**src/sv/sgsm_pkg.sv**
```systemverilog
// Shared types and constants for the edge-clamped smoothing filter.
// Used by sgsm_ctrl, sgsm_dp and savgol_edge_clamped_smoother_core.
package sgsm_pkg;

    // Sample and weight formats
    localparam int SAMPLE_BITS   = 16;
    localparam int WEIGHT_BITS   = 18;
    localparam int FRAC_BITS     = 16;
    localparam int NUM_WREGS     = 5;
    localparam int WH_BITS       = 3;
    localparam int MAX_HALF_DEF  = 4;
    localparam int ROUND_HALF    = 32768;
    localparam int SMP_MAX       = (2 ** (SAMPLE_BITS - 1)) - 1;
    localparam int SMP_MIN       = -(2 ** (SAMPLE_BITS - 1));

    // Configuration port
    localparam int CFG_IDX_BITS  = 3;
    localparam int CFG_DATA_BITS = 18;

    typedef logic [CFG_IDX_BITS-1:0] t_cfg_idx;

    localparam t_cfg_idx CFG_WINDOW_HALF   = 3'd0;
    localparam t_cfg_idx CFG_WEIGHT_CENTER = 3'd1;
    localparam t_cfg_idx CFG_WEIGHT_OFF4   = 3'd5;

    typedef logic signed [WEIGHT_BITS-1:0] t_weight;

    localparam t_weight WEIGHT_CENTER_RST = 18'sd65536;

    // Input transaction
    typedef struct packed {
        logic signed [SAMPLE_BITS-1:0] sample;
        logic                          final_sample;
    } t_in_item;

    // Output transaction
    typedef struct packed {
        logic signed [SAMPLE_BITS-1:0] smoothed;
        logic                          clipped;
        logic                          end_of_run;
    } t_out_item;

    // Commands from the controller to the datapath
    typedef struct packed {
        logic shift;       // take the accepted sample into the window
        logic clr;         // clear the accumulator
        logic mac;         // multiply the selected tap
        logic load_out;    // round, saturate and load the output register
        logic end_flag;    // mark the loaded result as end of run
        logic clear_seen;  // start a new sequence
    } t_dp_cmd;

endpackage

```
**src/sv/sgsm_dp.sv**
```systemverilog
// Datapath of the smoothing filter: config registers, sample window,
// shared multiply-accumulate unit, rounding and the output register. Uses sgsm_pkg.
module sgsm_dp
    import sgsm_pkg::*;
#(
    parameter int MAX_HALF = MAX_HALF_DEF,
    localparam int WIN   = 2 * MAX_HALF + 1,
    localparam int K_W   = $clog2(WIN),
    localparam int D_W   = $clog2(MAX_HALF + 1),
    localparam int CNT_W = $clog2(WIN + 1)
) (
    input  logic                     i_clk,
    input  logic                     i_rst_n,
    input  logic                     i_cfg_valid,
    input  t_cfg_idx                 i_cfg_index,
    input  logic [CFG_DATA_BITS-1:0] i_cfg_data,
    input  logic signed [SAMPLE_BITS-1:0] i_sample,
    input  t_dp_cmd                  i_cmd,
    input  logic [D_W-1:0]           i_d,
    input  logic [K_W-1:0]           i_k,
    input  logic                     i_out_stall,
    output logic [CNT_W-1:0]         o_seen,
    output logic [D_W-1:0]           o_h,
    output logic                     o_busy,
    output logic                     o_out_valid,
    output t_out_item                o_out_data
);

    localparam int PROD_W = WEIGHT_BITS + SAMPLE_BITS;
    localparam int ACC_W  = PROD_W + $clog2(WIN);

    logic [WH_BITS-1:0]            r_wh;
    t_weight                       r_wt [NUM_WREGS];
    logic signed [SAMPLE_BITS-1:0] r_win [WIN];
    logic signed [SAMPLE_BITS-1:0] r_first;
    logic [CNT_W-1:0]              r_seen;
    logic signed [PROD_W-1:0]      r_prod;
    logic                          r_pvld;
    logic signed [ACC_W-1:0]       r_acc;
    logic                          r_out_valid;
    t_out_item                     r_out;

    logic [D_W-1:0]                h_eff;
    logic [K_W:0]                  dh;
    logic signed [K_W+1:0]         age;
    logic signed [K_W+1:0]         kh;
    logic [K_W:0]                  off;
    logic signed [SAMPLE_BITS-1:0] tap_x;
    t_weight                       tap_w;
    logic signed [ACC_W:0]         rsum;
    logic signed [ACC_W:0]         rq;
    logic signed [SAMPLE_BITS-1:0] sat_val;
    logic                          sat_clip;

    // Write configuration registers
    always_ff @(posedge i_clk) begin
        if (!i_rst_n) begin
            r_wh    <= '0;
            r_wt[0] <= WEIGHT_CENTER_RST;
            for (int i = 1; i < NUM_WREGS; i++) begin
                r_wt[i] <= '0;
            end
        end else if (i_cfg_valid) begin
            if (i_cfg_index == CFG_WINDOW_HALF) begin
                r_wh <= i_cfg_data[WH_BITS-1:0];
            end else if (i_cfg_index >= CFG_WEIGHT_CENTER &&
                         i_cfg_index <= CFG_WEIGHT_OFF4) begin
                r_wt[i_cfg_index - CFG_WEIGHT_CENTER] <= $signed(i_cfg_data);
            end
        end
    end

    // Limit the half window to what the window can hold
    always_comb begin
        if (int'(r_wh) > MAX_HALF) begin
            h_eff = D_W'(MAX_HALF);
        end else begin
            h_eff = D_W'(r_wh);
        end
    end

    // Shift the accepted sample in; keep the first one of the sequence
    always_ff @(posedge i_clk) begin
        if (i_cmd.shift) begin
            for (int i = WIN - 1; i > 0; i--) begin
                r_win[i] <= r_win[i-1];
            end
            r_win[0] <= i_sample;
            if (r_seen == '0) begin
                r_first <= i_sample;
            end
        end
    end

    // Count samples of the sequence, saturating at the window depth
    always_ff @(posedge i_clk) begin
        if (!i_rst_n) begin
            r_seen <= '0;
        end else if (i_cmd.clear_seen) begin
            r_seen <= '0;
        end else if (i_cmd.shift && r_seen != CNT_W'(WIN)) begin
            r_seen <= r_seen + 1'b1;
        end
    end

    // Select tap k of the output centered at age d, with edge clamping
    always_comb begin
        dh  = (K_W+1)'(i_d) + (K_W+1)'(h_eff);
        age = $signed({1'b0, dh}) - $signed({2'b00, i_k});
        kh  = $signed({2'b00, i_k}) - $signed((K_W+2)'(h_eff));
        if (kh[K_W+1]) begin
            off = (K_W+1)'(-kh);
        end else begin
            off = kh[K_W:0];
        end
        if (age[K_W+1]) begin
            tap_x = r_win[0];
        end else if (int'(age[K_W:0]) >= int'(r_seen)) begin
            tap_x = r_first;
        end else begin
            tap_x = r_win[age[K_W-1:0]];
        end
        tap_w = '0;
        for (int i = 0; i < NUM_WREGS; i++) begin
            if (int'(off) == i) begin
                tap_w = r_wt[i];
            end
        end
    end

    // Multiply one tap, then accumulate the registered product
    always_ff @(posedge i_clk) begin
        if (!i_rst_n) begin
            r_pvld <= 1'b0;
        end else begin
            r_pvld <= i_cmd.mac;
        end
    end

    always_ff @(posedge i_clk) begin
        r_prod <= tap_w * tap_x;
        if (i_cmd.clr) begin
            r_acc <= '0;
        end else if (r_pvld) begin
            r_acc <= r_acc + ACC_W'(r_prod);
        end
    end

    // Round half up, drop the fraction and saturate
    always_comb begin
        rsum     = (ACC_W+1)'(r_acc) + (ACC_W+1)'(ROUND_HALF);
        rq       = rsum >>> FRAC_BITS;
        sat_clip = 1'b0;
        if (rq > $signed((ACC_W+1)'(SMP_MAX))) begin
            sat_val  = SAMPLE_BITS'(SMP_MAX);
            sat_clip = 1'b1;
        end else if (rq < $signed((ACC_W+1)'(SMP_MIN))) begin
            sat_val  = SAMPLE_BITS'(SMP_MIN);
            sat_clip = 1'b1;
        end else begin
            sat_val = rq[SAMPLE_BITS-1:0];
        end
    end

    // Hold the result until the output transaction completes
    always_ff @(posedge i_clk) begin
        if (!i_rst_n) begin
            r_out_valid <= 1'b0;
        end else if (i_cmd.load_out) begin
            r_out_valid <= 1'b1;
        end else if (!i_out_stall) begin
            r_out_valid <= 1'b0;
        end
    end

    always_ff @(posedge i_clk) begin
        if (i_cmd.load_out) begin
            r_out.smoothed   <= sat_val;
            r_out.clipped    <= sat_clip;
            r_out.end_of_run <= i_cmd.end_flag;
        end
    end

    assign o_seen      = r_seen;
    assign o_h         = h_eff;
    assign o_busy      = r_out_valid && i_out_stall;
    assign o_out_valid = r_out_valid;
    assign o_out_data  = r_out;

endmodule

```
**src/sv/sgsm_ctrl.sv**
```systemverilog
// Controller of the smoothing filter: accepts samples, decides how many
// results each one releases and steps the datapath through the taps. Uses sgsm_pkg.
module sgsm_ctrl
    import sgsm_pkg::*;
#(
    parameter int MAX_HALF = MAX_HALF_DEF,
    localparam int WIN   = 2 * MAX_HALF + 1,
    localparam int K_W   = $clog2(WIN),
    localparam int D_W   = $clog2(MAX_HALF + 1),
    localparam int CNT_W = $clog2(WIN + 1)
) (
    input  logic             i_clk,
    input  logic             i_rst_n,
    input  logic             i_in_valid,
    input  logic             i_final,
    input  logic [CNT_W-1:0] i_seen,
    input  logic [D_W-1:0]   i_h,
    input  logic             i_busy,
    output logic             o_in_stall,
    output t_dp_cmd          o_cmd,
    output logic [D_W-1:0]   o_d,
    output logic [K_W-1:0]   o_k
);

    typedef enum logic [2:0] {
        S_IDLE,
        S_DECIDE,
        S_MAC,
        S_ACC,
        S_RND
    } t_state;

    t_state         r_state, n_state;
    logic [D_W-1:0] r_d, n_d;
    logic [K_W-1:0] r_k, n_k;
    logic           r_fin, n_fin;
    t_dp_cmd        cmd;
    logic           accept;

    assign accept = i_in_valid && (r_state == S_IDLE);

    // Per sample: accept, decide, run taps, drain and load each result it releases
    always_comb begin
        n_state = r_state;
        n_d     = r_d;
        n_k     = r_k;
        n_fin   = r_fin;
        cmd     = '0;
        case (r_state)
            S_IDLE: begin
                if (accept) begin
                    cmd.shift = 1'b1;
                    n_fin     = i_final;
                    n_state   = S_DECIDE;
                end
            end
            S_DECIDE: begin
                if (r_fin) begin
                    if (int'(i_seen) - 1 < int'(i_h)) begin
                        n_d = D_W'(i_seen - 1'b1);
                    end else begin
                        n_d = i_h;
                    end
                    cmd.clr = 1'b1;
                    n_k     = '0;
                    n_state = S_MAC;
                end else if (int'(i_seen) > int'(i_h)) begin
                    n_d     = i_h;
                    cmd.clr = 1'b1;
                    n_k     = '0;
                    n_state = S_MAC;
                end else begin
                    n_state = S_IDLE;
                end
            end
            S_MAC: begin
                cmd.mac = 1'b1;
                if (int'(r_k) == 2 * int'(i_h)) begin
                    n_state = S_ACC;
                end else begin
                    n_k = r_k + 1'b1;
                end
            end
            S_ACC: begin
                n_state = S_RND;
            end
            S_RND: begin
                if (!i_busy) begin
                    cmd.load_out = 1'b1;
                    cmd.end_flag = r_fin && (r_d == '0);
                    if (r_fin && r_d != '0) begin
                        n_d     = r_d - 1'b1;
                        n_k     = '0;
                        cmd.clr = 1'b1;
                        n_state = S_MAC;
                    end else begin
                        cmd.clear_seen = r_fin;
                        n_state        = S_IDLE;
                    end
                end
            end
            default: begin
                n_state = S_IDLE;
            end
        endcase
    end

    // Hold state and counters
    always_ff @(posedge i_clk) begin
        if (!i_rst_n) begin
            r_state <= S_IDLE;
            r_d     <= '0;
            r_k     <= '0;
            r_fin   <= 1'b0;
        end else begin
            r_state <= n_state;
            r_d     <= n_d;
            r_k     <= n_k;
            r_fin   <= n_fin;
        end
    end

    assign o_in_stall = (r_state != S_IDLE);
    assign o_cmd      = cmd;
    assign o_d        = r_d;
    assign o_k        = r_k;

    // The tap counter never runs past the window
    a_tap_in_window: assert property (@(posedge i_clk) disable iff (!i_rst_n)
        cmd.mac |-> int'(r_k) <= 2 * int'(i_h))
        else $error("tap counter beyond window");

    // A result is never loaded over one still waiting to be taken
    a_no_overwrite: assert property (@(posedge i_clk) disable iff (!i_rst_n)
        cmd.load_out |-> !i_busy)
        else $error("output register overwritten");

    // The center age stays inside the half window while taps run
    a_center_in_range: assert property (@(posedge i_clk) disable iff (!i_rst_n)
        (r_state == S_MAC || r_state == S_ACC || r_state == S_RND)
            |-> int'(r_d) <= int'(i_h))
        else $error("center age beyond half window");

    // The last result of a sequence ends the sequence
    a_end_clears: assert property (@(posedge i_clk) disable iff (!i_rst_n)
        cmd.end_flag |-> cmd.clear_seen)
        else $error("end of run without sequence restart");

endmodule

```
**src/sv/savgol_edge_clamped_smoother_core.sv**
```systemverilog
// Edge-clamped smoothing filter, one shared 18 x 16 multiplier over 2h+1 taps.
// A new sample is accepted only while the controller is idle, so the input stalls until
// each result of the prior sample is loaded; a non-final sample releases one result or
// none, and a final sample releases n <= h+1 results.
// Reset clears control state, sets window_half = 0, weight_center = 1.0 and
// the other weights to zero; the sample window is not cleared.
module savgol_edge_clamped_smoother_core
    import sgsm_pkg::*;
#(
    parameter int MAX_HALF = MAX_HALF_DEF
) (
    input  logic                     i_clk,
    input  logic                     i_rst_n,
    input  logic                     i_in_valid,
    output logic                     o_in_stall,
    input  t_in_item                 i_in_data,
    output logic                     o_out_valid,
    input  logic                     i_out_stall,
    output t_out_item                o_out_data,
    input  logic                     i_cfg_valid,
    output logic                     o_cfg_ready,
    input  t_cfg_idx                 i_cfg_index,
    input  logic [CFG_DATA_BITS-1:0] i_cfg_data
);

    localparam int WIN   = 2 * MAX_HALF + 1;
    localparam int K_W   = $clog2(WIN);
    localparam int D_W   = $clog2(MAX_HALF + 1);
    localparam int CNT_W = $clog2(WIN + 1);

    t_dp_cmd          cmd;
    logic [D_W-1:0]   d_sel;
    logic [K_W-1:0]   k_sel;
    logic [CNT_W-1:0] seen;
    logic [D_W-1:0]   h_eff;
    logic             out_busy;

    // Configuration registers take a write in any cycle
    assign o_cfg_ready = 1'b1;

    sgsm_ctrl #(
        .MAX_HALF (MAX_HALF)
    ) u_ctrl (
        .i_clk      (i_clk),
        .i_rst_n    (i_rst_n),
        .i_in_valid (i_in_valid),
        .i_final    (i_in_data.final_sample),
        .i_seen     (seen),
        .i_h        (h_eff),
        .i_busy     (out_busy),
        .o_in_stall (o_in_stall),
        .o_cmd      (cmd),
        .o_d        (d_sel),
        .o_k        (k_sel)
    );

    sgsm_dp #(
        .MAX_HALF (MAX_HALF)
    ) u_dp (
        .i_clk       (i_clk),
        .i_rst_n     (i_rst_n),
        .i_cfg_valid (i_cfg_valid && o_cfg_ready),
        .i_cfg_index (i_cfg_index),
        .i_cfg_data  (i_cfg_data),
        .i_sample    (i_in_data.sample),
        .i_cmd       (cmd),
        .i_d         (d_sel),
        .i_k         (k_sel),
        .i_out_stall (i_out_stall),
        .o_seen      (seen),
        .o_h         (h_eff),
        .o_busy      (out_busy),
        .o_out_valid (o_out_valid),
        .o_out_data  (o_out_data)
    );

endmodule
```
**config.mk**
```make
export PLATFORM = sky130hd
export DESIGN_NAME = savgol_edge_clamped_smoother_core
export DESIGN_NICKNAME = d
export VERILOG_FILES = /design/src/sv/sgsm_pkg.sv /design/src/sv/sgsm_dp.sv /design/src/sv/sgsm_ctrl.sv /design/src/sv/savgol_edge_clamped_smoother_core.sv
export SDC_FILE = /design/constraint.sdc
export NUM_CORES = 1
export LEC_CHECK = 0
export ABC_AREA = 1
export BUFFER_PORTS_ARGS = -buffer_cell sky130_fd_sc_hd__buf_2
export CAP_MARGIN = 30
export CORE_UTILIZATION = 60
export CTS_BUF_LIST = sky130_fd_sc_hd__clkbuf_8 sky130_fd_sc_hd__clkbuf_16
export DETAILED_ROUTE_END_ITERATION = 6
export PLACE_DENSITY = 0.79
export SKIP_LAST_GASP = 1
export SLEW_MARGIN = 20
export SYNTH_ARGS = -nofsm -noshare
export SYNTH_HDL_FRONTEND = slang
export SYNTH_SLANG_ARGS = --single-unit
```
**constraint.sdc**
```tcl
create_clock -name i_clk -period 19.02 [get_ports i_clk]
set_clock_uncertainty 0.05 [all_clocks]
set_input_delay 0.951 -clock i_clk [delete_from_list [all_inputs] [get_ports i_clk]]
set_output_delay 0.951 -clock i_clk [all_outputs]
set_load 0.03 [all_outputs]
```
==> impl_metrics.json <==
{
  "outcome": "finished with violations",
  "violations": "design-rule violations",
  "grt_most_used_layer": "met2",
  "die_x_um": 224.5,
  "hold_buffers": 0,
  "drive_gt1_share_pct": 7.511,
  "htree_levels": 2,
  "critical_path_class": "reg -> reg",
  "syn_to_final_growth_pct": 7.720,
  "cp-end-kind": "register",
  "slew_violations": 0,
  "cp_common_cell": "fa_1",
  "ys.flop_type": "edfxtp_1",
  "layout_commonest_cell": "inv_1",
  "max_stage_delay_ns": 0.91,
  "synth_area_um2": 29690,
  "fp-row-count": 81,
  "n_antenna_cell": 0,
  "wl_per_cell_um": 18.51,
  "timing.final.hold_violations": 0,
  "post_cts_buffers": 0,
  "arrival_ns": 11.33,
  "vias": 23550,
  "ios": 64,
  "drc": 1,
  "synth.area.top_cells": "edfxtp_1 (27%), fa_1 (20%), inv_1 (7.8%)",
  "async_flop_share_pct": 0,
  "ys_ff_latch": 360,
  "slowest_stage": "fa_1",
  "setup_viol": 0,
  "initialDrtViolationCount": 2271,
  "antenna_found_initial": 0,
  "rsz0062_at_grt": "false",
  "clk_pin_slew_ns": 0.06,
  "clkLatencyLatePin_ns": 0.58,
  "yosysTopAreaCell": "edfxtp_1",
  "yosysWarnings": 0,
  "use_met3_pct": 5.735,
  "cp_max_fo": 34,
  "track_usage_pct": 31.40,
  "synth_edf_count": 268,
  "yosys.cell_types.count": 54,
  "synth_nets": 3913,
  "met1_usage_pct": 42.14,
  "cts-root-buf": "clkbuf_16",
  "die-area_um2": 50380,
  "fin_crit_ns": 10.87,
  "tightest_slew_ns": 1.150,
  "place.gp.congestion": 1.008,
  "core-area_um2": 48850,
  "fmax_ghz": 0.09201,
  "final_cell_mix": "inv_1 (619), nand2_1 (554), nor2_1 (359)",
  "netlist_instances": 3421,
  "io_buffers": 62,
  "synth.avg_cell_area_um2": 8.679,
  "maxCapViolCount": 0,
  "postRouteAntennaNets": 0,
  "netlist.area_leader.share_pct": 27.10,
  "grt_pass1_wl_um": 123100,
  "clockBufferDepth": 3,
  "hpwl_um": 58180,
  "hold_path.class": "reg -> reg",
  "ys_seq_area_share_pct": 33.31,
  "layout.nets": 3935,
  "cts_made_buffers": 41,
  "start_util_pct": 60.78,
  "relSlewSlack_pct": 23.35,
  "vias_per_cell": 5.690,
  "grt.overflow.total": 0,
  "wirelength_um": 76630,
  "finalSetupTns_ns": 0,
  "grt_max_degree": 84,
  "cts_tree": "done",
  "min_period_over_period_pct": 57.14,
  "crit_path_start_kind": "register",
  "met2_usage_pct": 50.19,
  "grt_pass1_vias": 23340,
  "firstDrtPassIters": 7,
  "clock-sinks": 360,
  "cp.required_ns": 19.48,
  "cts-resized-gates": 0,
  "die_h_um": 224.5
}
==> stage by stage <==
stage | setup WS, ns | area (µm²) | utilization (%) | std cells | hold WS (ns)
floorplan | 9.803 | 29690 | - | 3421 | 0.3707
global placement | 8.434 | 30500 | 62.44 | 4061 | 0.3744
global route | 7.470 | 31980 | 65.47 | 4139 | 0.3972
CTS | 8.218 | 31940 | 65.39 | 4137 | 0.3914
detailed placement | 8.280 | 30510 | 62.47 | 4062 | 0.3833
finish | 8.152 | 31980 | 65.47 | 4139 | 0.3939
==> Yosys cell counts, types with 11 or more instances <==
cell type	count
or2_2	18
or2_0	12
nand2_2	23
buf_1	13
inv_1	616
a21oi_1	199
nand4_1	42
buf_2	43
xor2_1	59
o211ai_1	38
a21o_1	11
edfxtp_1	268
dfxtp_1	92
nor2_1	360
nand2_1	554
nand3b_1	13
o21ai_0	114
nand3_1	272
fa_1	294
xnor2_1	23
nor3_1	24
ha_1	155
clkbuf_1	41
inv_2	31
==> registers in the layout (all words and copies together), names as in the netlist <==
name and flops:
u_dp.r_wh 3, u_dp.r_first 16, u_ctrl.o_k 4, u_ctrl.r_fin 1
u_dp.r_pvld 1, u_ctrl.r_state 3, u_dp.o_seen 4, u_dp.r_acc 38
u_dp.o_out_valid 1, u_dp.r_wt 90, u_dp.o_out_data 18, u_dp.r_win 144
u_dp.r_prod 34, u_ctrl.o_d 3
==> critical path: cells and delay by family, from the launching register on <==
kind / cells / cell delay [ns]
adder cells (fa/ha/maj): 11 / 5.59
flip-flops: 1 / 0.44
buffers and inverters: 8 / 1.46
AND/OR/NAND/NOR: 8 / 1.75
XOR/XNOR: 1 / 0.15
AO/OA/AOI/OAI: 4 / 1.32
==> final timing paths <==
path                  endpoint  depth (start not counted)              start  slack [ns]
max reg2reg    u_dp.r_prod[32]                         32       u_dp.r_wh[2]        8.15
min          u_dp.r_win[5][11]                          0  u_dp.r_win[4][11]        0.39
max            u_dp.r_prod[32]                         32       u_dp.r_wh[2]        8.15
min reg2reg  u_dp.r_win[5][11]                          0  u_dp.r_win[4][11]        0.39
==> area by class of cell <==
type                       count  area [µm²]
inverter                     653        2454
tap                          664       830.8
clock inverter                29       324.1
sequential                   360        9889
fill                        4054       16870
clock buffer                  46        1106
timing repair buffer          86       521.8
multi-input combinational   2301       16860
==> cells by family after synthesis <==
| group | count (synthesis) | share of synthesized area, % |
|---|---|---|
| other | 1 | 0.01263 |
| xor gates and xnor gates | 83 | 2.474 |
| adders and majority gates | 449 | 26.35 |
| DFF | 360 | 33.31 |
| AOI/OAI and AO/OA | 423 | 8.167 |
| buffers and inverters | 760 | 9.949 |
| and+or+nand+nor | 1345 | 19.73 |
==> layer usage <==
metal  share of wire, %  vias to the layer above
li1                   -                    10990
met1                 41                    11180
met2                 46                     1148
met3                9.3                      238
met4                4.5                        0
met5                  0                        -
Power is left out: the tool's default activity adds up to more than one toggle a clock period on the data nets, which glitch-free logic cannot reach.
